File: src/rtl/depth_hue_colorizer_unit_macros.svh
// assertion helpers for the depth hue colorizer
`ifndef DEPTH_HUE_COLORIZER_UNIT_MACROS_SVH
`define DEPTH_HUE_COLORIZER_UNIT_MACROS_SVH

// same-cycle implication, ignored while reset is high
`define DHC_ASSERT(label, clk, rst, ante, cons, msg) \
  label: assert property (@(posedge clk) disable iff (rst) (ante) |-> (cons)) \
    else $error(msg);

// next-cycle implication, ignored while reset is high
`define DHC_ASSERT_NEXT(label, clk, rst, ante, cons, msg) \
  label: assert property (@(posedge clk) disable iff (rst) (ante) |=> (cons)) \
    else $error(msg);

`endif

File: src/rtl/dhc_pkg.sv
package dhc_pkg;

  localparam int DEPTH_BITS = 24;
  localparam int HUE_BITS   = 11;
  localparam int HUE_MAX    = 1529;
  localparam int RAMP       = 255;
  localparam int REM_BITS   = DEPTH_BITS + HUE_BITS;
  localparam int DIV_CELLS  = HUE_BITS;
  localparam int ADDR_BITS  = 3;
  localparam int DATA_BITS  = 32;

  typedef enum logic {
    REG_MIN_DEPTH = 1'b0,
    REG_MAX_DEPTH = 1'b1
  } reg_idx_t;

  // one beat moving down the divider chain
  typedef struct packed {
    logic [REM_BITS-1:0] rem;
    logic [REM_BITS-1:0] dvs;
    logic [HUE_BITS-1:0] quo;
  } div_beat_t;

endpackage

File: src/rtl/dhc_front.sv
module dhc_front (
  input  logic                           clk,
  input  logic                           rst,
  input  logic [dhc_pkg::DEPTH_BITS-1:0] min_depth,
  input  logic [dhc_pkg::DEPTH_BITS-1:0] max_depth,
  input  logic                           depth_valid,
  input  logic [dhc_pkg::DEPTH_BITS-1:0] depth,
  output logic                           depth_stall,
  output logic                           beat_valid,
  output dhc_pkg::div_beat_t             beat,
  input  logic                           beat_hold
);
  import dhc_pkg::*;

  logic                  a_valid;
  logic [DEPTH_BITS-1:0] a_span;
  logic [DEPTH_BITS-1:0] a_offset;
  logic                  a_hold;
  logic                  b_hold;
  logic [DEPTH_BITS:0]   min_plus;
  logic [DEPTH_BITS-1:0] span;
  logic [DEPTH_BITS-1:0] diff;
  logic [DEPTH_BITS-1:0] offset;

  always_comb begin
    min_plus = {1'b0, min_depth} + {{DEPTH_BITS{1'b0}}, 1'b1};
    if ({1'b0, max_depth} > min_plus) begin
      span = max_depth - min_depth;
    end else begin
      span = DEPTH_BITS'(1);
    end
    diff = depth - min_depth;
    if (depth > min_depth) begin
      offset = (diff > span) ? span : diff;
    end else begin
      offset = '0;
    end
  end

  assign b_hold      = beat_valid && beat_hold;
  assign a_hold      = a_valid && b_hold;
  assign depth_stall = a_hold;

  // stage a: span and clamped offset
  always_ff @(posedge clk) begin
    if (rst) begin
      a_valid <= 1'b0;
    end else if (!a_hold) begin
      a_valid <= depth_valid;
    end
  end

  always_ff @(posedge clk) begin
    if (!a_hold) begin
      a_span   <= span;
      a_offset <= offset;
    end
  end

  // stage b: scaled dividend and divisor aligned to the top quotient bit
  always_ff @(posedge clk) begin
    if (rst) begin
      beat_valid <= 1'b0;
    end else if (!b_hold) begin
      beat_valid <= a_valid;
    end
  end

  always_ff @(posedge clk) begin
    if (!b_hold) begin
      beat.rem <= {{HUE_BITS{1'b0}}, a_offset} * REM_BITS'(HUE_MAX);
      beat.dvs <= REM_BITS'(a_span) << (HUE_BITS - 1);
      beat.quo <= '0;
    end
  end

endmodule

File: src/rtl/dhc_div_cell.sv
module dhc_div_cell (
  input  logic               clk,
  input  logic               rst,
  input  logic               in_valid,
  input  dhc_pkg::div_beat_t in_beat,
  output logic               in_hold,
  output logic               out_valid,
  output dhc_pkg::div_beat_t out_beat,
  input  logic               out_hold
);
  import dhc_pkg::*;

  logic      take;
  div_beat_t nxt;

  // one restoring quotient bit per cell
  always_comb begin
    take     = in_beat.rem >= in_beat.dvs;
    nxt.rem  = take ? (in_beat.rem - in_beat.dvs) : in_beat.rem;
    nxt.dvs  = in_beat.dvs >> 1;
    nxt.quo  = {in_beat.quo[HUE_BITS-2:0], take};
  end

  assign in_hold = out_valid && out_hold;

  always_ff @(posedge clk) begin
    if (rst) begin
      out_valid <= 1'b0;
    end else if (!in_hold) begin
      out_valid <= in_valid;
    end
  end

  always_ff @(posedge clk) begin
    if (!in_hold) begin
      out_beat <= nxt;
    end
  end

endmodule

File: src/rtl/dhc_color.sv
module dhc_color (
  input  logic                         clk,
  input  logic                         rst,
  input  logic                         in_valid,
  input  logic [dhc_pkg::HUE_BITS-1:0] in_hue,
  output logic                         in_hold,
  output logic                         pixel_valid,
  input  logic                         pixel_stall,
  output logic [7:0]                   red,
  output logic [7:0]                   green,
  output logic [7:0]                   blue,
  output logic [dhc_pkg::HUE_BITS-1:0] hue_level
);
  import dhc_pkg::*;

  typedef enum logic [2:0] {
    SEC_RED_GREEN_UP  = 3'd0,
    SEC_RED_DOWN      = 3'd1,
    SEC_BLUE_UP       = 3'd2,
    SEC_GREEN_DOWN    = 3'd3,
    SEC_RED_UP        = 3'd4,
    SEC_BLUE_DOWN     = 3'd5
  } sector_t;

  logic [2:0]          count;
  sector_t             sector;
  logic [HUE_BITS-1:0] base;
  logic [7:0]          step;
  logic [7:0]          r_n;
  logic [7:0]          g_n;
  logic [7:0]          b_n;

  // sector is the number of ramp boundaries at or below the hue
  always_comb begin
    count = '0;
    for (int k = 1; k < 6; k++) begin
      if (in_hue >= HUE_BITS'(RAMP * k)) begin
        count = count + 3'd1;
      end
    end
    base   = HUE_BITS'(count) * HUE_BITS'(RAMP);
    step   = 8'(in_hue - base);
    sector = sector_t'(count);
    case (sector)
      SEC_RED_GREEN_UP: begin r_n = 8'hff;        g_n = step;         b_n = 8'h00; end
      SEC_RED_DOWN:     begin r_n = 8'hff - step; g_n = 8'hff;        b_n = 8'h00; end
      SEC_BLUE_UP:      begin r_n = 8'h00;        g_n = 8'hff;        b_n = step; end
      SEC_GREEN_DOWN:   begin r_n = 8'h00;        g_n = 8'hff - step; b_n = 8'hff; end
      SEC_RED_UP:       begin r_n = step;         g_n = 8'h00;        b_n = 8'hff; end
      SEC_BLUE_DOWN:    begin r_n = 8'hff;        g_n = 8'h00;        b_n = 8'hff - step; end
      default:          begin r_n = 8'hff;        g_n = 8'h00;        b_n = 8'h00; end
    endcase
  end

  assign in_hold = pixel_valid && pixel_stall;

  always_ff @(posedge clk) begin
    if (rst) begin
      pixel_valid <= 1'b0;
    end else if (!in_hold) begin
      pixel_valid <= in_valid;
    end
  end

  always_ff @(posedge clk) begin
    if (!in_hold) begin
      red       <= r_n;
      green     <= g_n;
      blue      <= b_n;
      hue_level <= in_hue;
    end
  end

endmodule

File: src/rtl/depth_hue_colorizer_unit.sv
// depth hue colorizer: one depth sample in, one fully saturated rgb pixel out
// input channel: depth with depth_valid/depth_stall, a beat moves when valid is
//   high and stall is low
// output channel: red, green, blue, hue_level with pixel_valid/pixel_stall;
//   alpha is always 255 and is not carried
// min_depth (address 0) and max_depth (address 4) are set over the apb port,
//   only while no beat is in flight; the user must keep to this, the block does not enforce it
// the pipeline is span/clamp, scale by 1529, 11 divider cells (one
//   quotient bit each), then the color ramp register
// throughput is one pixel per clock while pixel_stall is low; every stage holds
//   its own beat so the chain keeps flowing
// a stall at the output freezes the last stage and each full stage directly behind
//   it; bubbles ahead fill up, and depth_stall rises once the first stage is full and blocked
// reset clears all valid bits and sets min_depth to 0, max_depth to all ones
`include "depth_hue_colorizer_unit_macros.svh"

module depth_hue_colorizer_unit (
  input  logic                           clk,
  input  logic                           rst,
  input  logic                           psel,
  input  logic                           penable,
  input  logic                           pwrite,
  input  logic [dhc_pkg::ADDR_BITS-1:0]  paddr,
  input  logic [dhc_pkg::DATA_BITS-1:0]  pwdata,
  output logic [dhc_pkg::DATA_BITS-1:0]  prdata,
  output logic                           pready,
  input  logic                           depth_valid,
  input  logic [dhc_pkg::DEPTH_BITS-1:0] depth,
  output logic                           depth_stall,
  output logic                           pixel_valid,
  input  logic                           pixel_stall,
  output logic [7:0]                     red,
  output logic [7:0]                     green,
  output logic [7:0]                     blue,
  output logic [dhc_pkg::HUE_BITS-1:0]   hue_level
);
  import dhc_pkg::*;

  logic [DEPTH_BITS-1:0] min_depth;
  logic [DEPTH_BITS-1:0] max_depth;
  reg_idx_t              reg_sel;
  logic                  wr_en;

  logic      chain_valid [0:DIV_CELLS];
  div_beat_t chain_beat  [0:DIV_CELLS];
  logic      chain_hold  [0:DIV_CELLS];

  assign pready  = 1'b1;
  assign reg_sel = reg_idx_t'(paddr[2]);
  assign wr_en   = psel && penable && pwrite && pready;

  always_ff @(posedge clk) begin
    if (rst) begin
      min_depth <= '0;
      max_depth <= '1;
    end else if (wr_en) begin
      unique case (reg_sel)
        REG_MIN_DEPTH: min_depth <= pwdata[DEPTH_BITS-1:0];
        REG_MAX_DEPTH: max_depth <= pwdata[DEPTH_BITS-1:0];
        default: ;
      endcase
    end
  end

  always_comb begin
    unique case (reg_sel)
      REG_MIN_DEPTH: prdata = DATA_BITS'(min_depth);
      REG_MAX_DEPTH: prdata = DATA_BITS'(max_depth);
      default:       prdata = '0;
    endcase
  end

  dhc_front u_front (
    .clk         (clk),
    .rst         (rst),
    .min_depth   (min_depth),
    .max_depth   (max_depth),
    .depth_valid (depth_valid),
    .depth       (depth),
    .depth_stall (depth_stall),
    .beat_valid  (chain_valid[0]),
    .beat        (chain_beat[0]),
    .beat_hold   (chain_hold[0])
  );

  for (genvar k = 0; k < DIV_CELLS; k++) begin : g_cell
    dhc_div_cell u_cell (
      .clk       (clk),
      .rst       (rst),
      .in_valid  (chain_valid[k]),
      .in_beat   (chain_beat[k]),
      .in_hold   (chain_hold[k]),
      .out_valid (chain_valid[k+1]),
      .out_beat  (chain_beat[k+1]),
      .out_hold  (chain_hold[k+1])
    );
  end

  dhc_color u_color (
    .clk         (clk),
    .rst         (rst),
    .in_valid    (chain_valid[DIV_CELLS]),
    .in_hue      (chain_beat[DIV_CELLS].quo),
    .in_hold     (chain_hold[DIV_CELLS]),
    .pixel_valid (pixel_valid),
    .pixel_stall (pixel_stall),
    .red         (red),
    .green       (green),
    .blue        (blue),
    .hue_level   (hue_level)
  );

  `DHC_ASSERT(a_hue_bound, clk, rst, pixel_valid, hue_level <= HUE_BITS'(HUE_MAX), "hue above 1529")
  `DHC_ASSERT(a_first_ramp, clk, rst, pixel_valid && (hue_level < HUE_BITS'(RAMP)), (red == 8'hff) && (blue == 8'h00) && (green == hue_level[7:0]), "first ramp color wrong")
  `DHC_ASSERT(a_stall_full, clk, rst, depth_stall, chain_valid[0] && pixel_valid && pixel_stall, "input stalled with room in the chain")
  `DHC_ASSERT_NEXT(a_div_done, clk, rst, chain_valid[DIV_CELLS] && !chain_hold[DIV_CELLS], pixel_valid, "divider beat lost before color stage")

endmodule
File: config.mk
export PLATFORM = sky130hd
export DESIGN_NAME = depth_hue_colorizer_unit
export DESIGN_NICKNAME = d
export VERILOG_FILES = /design/src/rtl/dhc_pkg.sv /design/src/rtl/dhc_front.sv /design/src/rtl/dhc_div_cell.sv /design/src/rtl/dhc_color.sv /design/src/rtl/depth_hue_colorizer_unit.sv
export VERILOG_INCLUDE_DIRS = /design/src /design/src/rtl
export SDC_FILE = /design/constraint.sdc
export NUM_CORES = 2
export LEC_CHECK = 0
export ABC_AREA = 1
export BUFFER_PORTS_ARGS = -buffer_cell sky130_fd_sc_hd__clkbuf_2
export CORE_ASPECT_RATIO = 1.4
export CORE_MARGIN = 1
export CORE_UTILIZATION = 64
export CTS_CLUSTER_DIAMETER = 60
export CTS_CLUSTER_SIZE = 28
export DETAILED_ROUTE_END_ITERATION = 6
export HOLD_SLACK_MARGIN = 0.12
export PLACE_DENSITY = 0.92
export SLEW_MARGIN = 40
export SYNTH_ARGS = -nofsm -noshare
export SYNTH_HDL_FRONTEND = slang
export SYNTH_SLANG_ARGS = --single-unit
File: constraint.sdc
create_clock -name clk -period 7.7 [get_ports clk]
set_clock_uncertainty 0.05 [all_clocks]
set_input_delay 0.385 -clock clk [delete_from_list [all_inputs] [get_ports clk]]
set_output_delay 0.385 -clock clk [all_outputs]
set_load 0.005 [all_outputs]
Word-level counts from Yosys, hierarchy flattened
Cells that the tools add are included.
{"block": "word_totals", "register_bits": 860, "input_bits": 66, "out_inout_bits": 70}
{"block": "op_classes", "n_addsub": 19, "multipliers": 2, "n_lt_le_gt_ge": 19, "eq_ne": 5, "mux": 21, "n_bitwise": 1, "reduce_logical": 22}
{"cell": "35-bit two-way mux", "count": 10}
{"cell": "8-bit one-hot mux with 3 select lines", "count": 3}
{"cell": "32-bit one-hot mux with 2 select lines", "count": 1}
{"cell": "24-bit > comparator", "count": 2}
{"cell": "24-bit two-way mux", "count": 2}
{"cell": "24-bit subtractor", "count": 2}
{"cell": "35-bit by 24-bit >= comparator with 1-bit output", "count": 1}
{"cell": "35-bit by 25-bit >= comparator with 1-bit output", "count": 1}
{"cell": "35-bit by 26-bit >= comparator with 1-bit output", "count": 1}
{"cell": "35-bit by 27-bit >= comparator with 1-bit output", "count": 1}
{"cell": "35-bit by 28-bit >= comparator with 1-bit output", "count": 1}
{"cell": "35-bit by 29-bit >= comparator with 1-bit output", "count": 1}
{"cell": "35-bit by 30-bit >= comparator with 1-bit output", "count": 1}
{"cell": "35-bit by 31-bit >= comparator with 1-bit output", "count": 1}
{"cell": "35-bit by 32-bit >= comparator with 1-bit output", "count": 1}
{"cell": "35-bit by 33-bit >= comparator with 1-bit output", "count": 1}
{"cell": "35-bit by 34-bit >= comparator with 1-bit output", "count": 1}
{"cell": "24-bit by 11-bit multiplier with 35-bit output, second input constant", "count": 1}
{"cell": "35-bit by 25-bit subtractor with 35-bit output", "count": 1}
{"cell": "35-bit by 26-bit subtractor with 35-bit output", "count": 1}
{"cell": "35-bit by 27-bit subtractor with 35-bit output", "count": 1}
{"cell": "35-bit by 28-bit subtractor with 35-bit output", "count": 1}
{"cell": "35-bit by 29-bit subtractor with 35-bit output", "count": 1}
{"cell": "35-bit by 30-bit subtractor with 35-bit output", "count": 1}
{"cell": "25 further kinds", "count": 51}

Logic depth before layout (Yosys ltp)
{"block": "logic_depth", "word_depth": 14, "ltp_mapped": 37}

By module
Synthesis repeated with hierarchy kept, for this count alone.
{"block": "hier_totals", "cells_unflattened": 10875, "area_unflattened_um2": 82151.3}
{"mod": "dhc_div_cell (g_cell[3].u_cell ...)", "instances": 5, "cells_each": 756, "area_per_inst_um2": 5575.3, "seq_area_each_um2": 2422.3}
{"mod": "dhc_div_cell (g_cell[10].u_cell ...)", "instances": 3, "cells_each": 756, "area_per_inst_um2": 5656.7, "seq_area_each_um2": 2422.3}
{"mod": "dhc_front", "instances": 1, "cells_each": 1904, "area_per_inst_um2": 15399.8, "seq_area_each_um2": 3253.1}
{"mod": "dhc_div_cell (g_cell[8].u_cell ...)", "instances": 2, "cells_each": 764, "area_per_inst_um2": 5675.4, "seq_area_each_um2": 2422.3}
{"mod": "dhc_div_cell (g_cell[0].u_cell)", "instances": 1, "cells_each": 755, "area_per_inst_um2": 5704.2, "seq_area_each_um2": 2422.3}
{"mod": "dhc_color", "instances": 1, "cells_each": 287, "area_per_inst_um2": 2547.4, "seq_area_each_um2": 1071.0}
{"mod": "depth_hue_colorizer_unit", "instances": 1, "cells_each": 353, "area_per_inst_um2": 2302.2, "seq_area_each_um2": 960.9}

Worst setup path before layout
OpenSTA, ideal clock, no wires.
{"block": "synth_timing", "path_type": "input -> register", "from": "input port pixel_stall", "to": "register u_front.beat[21] (netlist bit) (enable)", "arrival_time_ps": 6398, "t_required_ps": 7237, "setup_slack_ps": 839, "cell_stages": 17, "path_cell_list": "nand2_2 > nor2_2 > inv_2 > nor2_2 > inv_2 > nor2_2 > inv_2 > nor2_4 > nand2_4 > nor2_4 > nand2_4 > nor2_4 > nand2_4 > nor2_4 > nand2_4 > nor2_4 > inv_1"}
{"block": "synth_via", "elab_chain_len": 13}
{"element": "from (decl)", "line": "depth_hue_colorizer_unit.sv:31", "text": "input logic pixel_stall,"}
{"element": "1-bit logical AND", "line": "dhc_color.sv:55", "text": "assign in_hold = pixel_valid && pixel_stall;"}
{"element": "1-bit logical AND (11 in a row)", "line": "dhc_div_cell.sv:24", "text": "assign in_hold = out_valid && out_hold;"}
{"element": "1-bit logical AND", "line": "dhc_front.sv:40", "text": "assign b_hold = beat_valid && beat_hold;"}
{"element": "to (decl)", "line": "dhc_front.sv:10", "text": "output dhc_pkg::div_beat_t beat,"}
No other way between the ends.
A chain may end at the register's enable or synchronous reset.

Final worst setup path
{"block": "layout_timing", "from": "register min_depth[0]", "to": "register u_front.a_offset[5] (data pin)"}
{"block": "layout_via", "elab_chain_len": 5, "word_cells_on_any_way": 8, "classes_between": "add/sub (3); order compare (3); mux (2)"}
{"element": "from (decl)", "line": "depth_hue_colorizer_unit.sv:39", "text": "logic [DEPTH_BITS-1:0] min_depth;"}
{"element": "from (signal assigned)", "line": "depth_hue_colorizer_unit.sv:58", "text": "REG_MIN_DEPTH: min_depth <= pwdata[DEPTH_BITS-1:0];"}
{"element": "24-bit by 1-bit adder with 25-bit output", "line": "dhc_front.sv:26", "text": "min_plus = {1'b0, min_depth} + {{DEPTH_BITS{1'b0}}, 1'b1};"}
{"element": "24-bit by 25-bit > comparator with 1-bit output", "line": "dhc_front.sv:27", "text": "if ({1'b0, max_depth} > min_plus) begin"}
{"element": "24-bit two-way mux", "line": "dhc_front.sv:27"}
{"element": "24-bit > comparator", "line": "dhc_front.sv:34", "text": "offset = (diff > span) ? span : diff;"}
{"element": "24-bit two-way mux", "line": "dhc_front.sv:34"}
{"element": "to (signal assigned)", "line": "dhc_front.sv:56", "text": "a_offset <= offset;"}
{"element": "to (decl)", "line": "dhc_front.sv:17", "text": "logic [DEPTH_BITS-1:0] a_offset;"}
Parallel ways exist; a longest one is shown, timed or not.

==> summary.md <==
| Metric | Value |
|---|---|
| Register area share after synthesis | 0.452 |
| Synth Area in XOR/XNOR | 0.0519 |
| Starting DRC count in detailed routing | 2716 |
| Largest family of logic cells by synthesized area | adder cells |
| CP startpoint kind | flop |
| Drt first pass iters | 7 |
| Failing checks | design-rule violations |
| Vias | around 43000 |
| Outcome | finished, violations left |
| Vias in the first global route | 45300 |
| Reg clk slew, reported paths | about 0.10 ns |
| Clock period minus worst slack | between 6 and 7 ns |
| Clock buffer depth | 3 |
| Root Driver | clkbuf_16 |
| Highest Clock Rate | around 140 MHz |
| Async SR Flop Fraction | 0 |
| Post-CTS Setup Inserts | 0 |
| Fin crit share | 0.900 |
| Final TNS setup | 0 ns |
| Mapped cell area | 55800 um2 |
| Relative slew margins | 0.393 |
| I/O pins | around 140 |
| RSZ-0062 raised after global routing | no |
| Core area | ~86000 um2 |
| Total count of max-transition violations in the final report | 0 |
| Delay of the slowest cell on the worst path | 0.46 ns |
| Adder-cell area share of the yosys netlist | 0.165 |
| Synth Area per Inst | approximately 9.5 um2 |
| DRC viols | 1 |
| Mux contribution to synthesized area | 0.000202 |
| Clock net sink count | 860 |
| Worst-Margin Slew | between 0.9 and 1 ns |
| Global-route wire length before repair | between 200 and 250 mm |
| Grt total ovfl | 0 |
| Post-Synthesis Cells | 5884 |
| Simple-gate share of the synthesized area | 0.141 |
| Final HPWL DP | ~120 mm |
| Endpoint type of the worst setup path | flop |
| Layout cell share with drive strength beyond 1 | 0.0580 |
| Max-cap violations | 0 |
| CP Data Arrival Time | roughly 7.3 ns |
| RePlAce Congestion | roughly 1.0 |
| DRT antenna net count | 0 |
| DRT Wirelength | ~140 mm |
| CP Class | flop to flop |
| Number of fill cells | between 6000 and 7000 |
| Worst path required time | roughly 8.0 ns |
| CTS buffer count | 49 |
| Initial antenna violation count | 3 |
| Post-synth EDFFs | about 800 |
| Setup Viol. Count Final | 0 |
| H-tree depth | 2 |
| Nets | 6729 |
| Final hold vios | 0 |
| FF+latch count, synth | 860 |
| Vias/cell | just under 6 |
| Drt wl/cell | around 20 um |
| Chip width | around 250 um |
| Die area | 88400 um2 |
| Tot GR Track Use | 0.329 |
| Ys flop type | edfxtp_1 |
| Compound-Gate Fraction of Synth Area | 0.121 |
| Largest net degree at the start of global routing | a little over 70 |
| Yosys warnings | 0 |
| Die Y | 351 um |
| Unique masters post-synth | 71 |
| IO Port Bufs | ~120 |
| Crit-path max FO | 41 |
| Slowest cell on crit path | o22ai_2 |
| CTS tree | built |
| Area grow syn2layout | 6.97% |
| Initial core utilization | 0.649 |
| Worst skew pair latency | 0.67 ns |
| Row count | 127 |
| Worst hold path type | input pin to flop |
## routing by layer
metal	global-route usage	routed length, um
met5	0	0
met4	0.334	16700
met3	0.0452	6060
met2	0.659	79200
met1	0.256	41700
## worst paths after layout
kind                          start                          to  slack (ns)  cells past startpoint
hold reg to reg   u_front.a_span[0]            u_front.beat[21]        0.36                      0
setup reg to reg       min_depth[0]         u_front.a_offset[5]        0.77                     28
hold / removal                  rst  g_cell[1].u_cell.out_valid        0.24                      2
setup / recovery       min_depth[0]         u_front.a_offset[5]        0.77                     28
## cells in the mapped netlist (all sizes together), types with 15 or more instances
library cell / count / area [um2]
nand2: 1025 / 3900
inv: 907 / 3410
edfxtp: 798 / 24000
ha: 503 / 6290
o21ai: 502 / 2550
a21oi: 490 / 2500
nor2: 370 / 1460
nand3: 189 / 1000
xor2: 179 / 1580
xnor2: 151 / 1320
fa: 146 / 2920
nor3: 87 / 455
dfxtp: 62 / 1240
nand4: 62 / 407
buf: 52 / 307
o21a: 47 / 353
nor4: 43 / 275
a31oi: 38 / 238
o211ai: 37 / 278
clkbuf: 32 / 120
or2: 32 / 200
a21o: 26 / 195
o21bai: 15 / 120
## metrics by stage
stage                      util  cells  instance area, um2  setup slack, ns  hold WS [ns]
after floorplan               -   5891               55800            0.839         0.350
after global routing      0.694   7213               59700            0.222         0.213
after global placement    0.669   7099               57600             1.48         0.351
after CTS                 0.694   7212               59600            0.661         0.223
after detailed placement  0.670   7099               57600             1.17         0.355
final                     0.694   7213               59700            0.768         0.238
## state kept, by name, indices dropped and copies added (netlist names)
register,count
u_color.pixel_valid,1
g_cell.u_cell.out_valid,11
u_color.red,8
u_front.beat,59
u_color.green,8
u_color.blue,8
u_front.a_offset,24
min_depth,24
max_depth,24
u_front.a_span,24
u_color.hue_level,11
u_front.a_valid,1
g_cell.u_cell.out_beat,656
u_front.beat_valid,1
## what timing repair did
item                      in CTS  in global routing
gates resized for setup        0                  0
hold endpoints to repair      49                  0
hold buffers                  25                  0
## critical path, delay by kind of cell, from the launching register on
kind / cells / cell delay [ns]
and+or+nand+nor: 18 / 3.22
AOI/OAI and AO/OA: 4 / 1.07
adders and majority gates: 3 / 0.97
buffers and inverters: 3 / 0.87
DFF: 1 / 0.45
## area by class of cell
cell class                      count  area [um2]  area share
Multi-Input combinational cell   4040       26900       0.450
Sequential cell                   860       25200       0.422
Inverter                          907        3410      0.0571
Tap cell                         1161        1450      0.0243
Clock buffer                       53        1290      0.0217
Timing Repair Buffer              156         947      0.0159
Clock inverter                     35         534     0.00895
Antenna cell                        1        2.50   0.0000419
## cell usage in the layout, fill, tap and decap left out, types with 115 or more instances in the layout
master       n
nand2_1   1015
o21ai_1    146
a21oi_1    478
fa_1       146
xor2_1     178
ha_1       503
xnor2_1    151
o21ai_0    347
inv_1      871
nor2_1     356
nand3_1    178
edfxtp_1   798
clkbuf_2   115
## cell families after synthesis
kind of cell	Yosys count
AO/OA/AOI/OAI	1217
XOR/XNOR	330
adder cells (fa/ha/maj)	649
buffers and inverters	991
flip-flops	860
multiplexers	1
other	2
AND/OR/NAND/NOR	1834
Power is left out: the tool's default activity adds up to more than one toggle a clock period on the data nets, which glitch-free logic cannot reach.
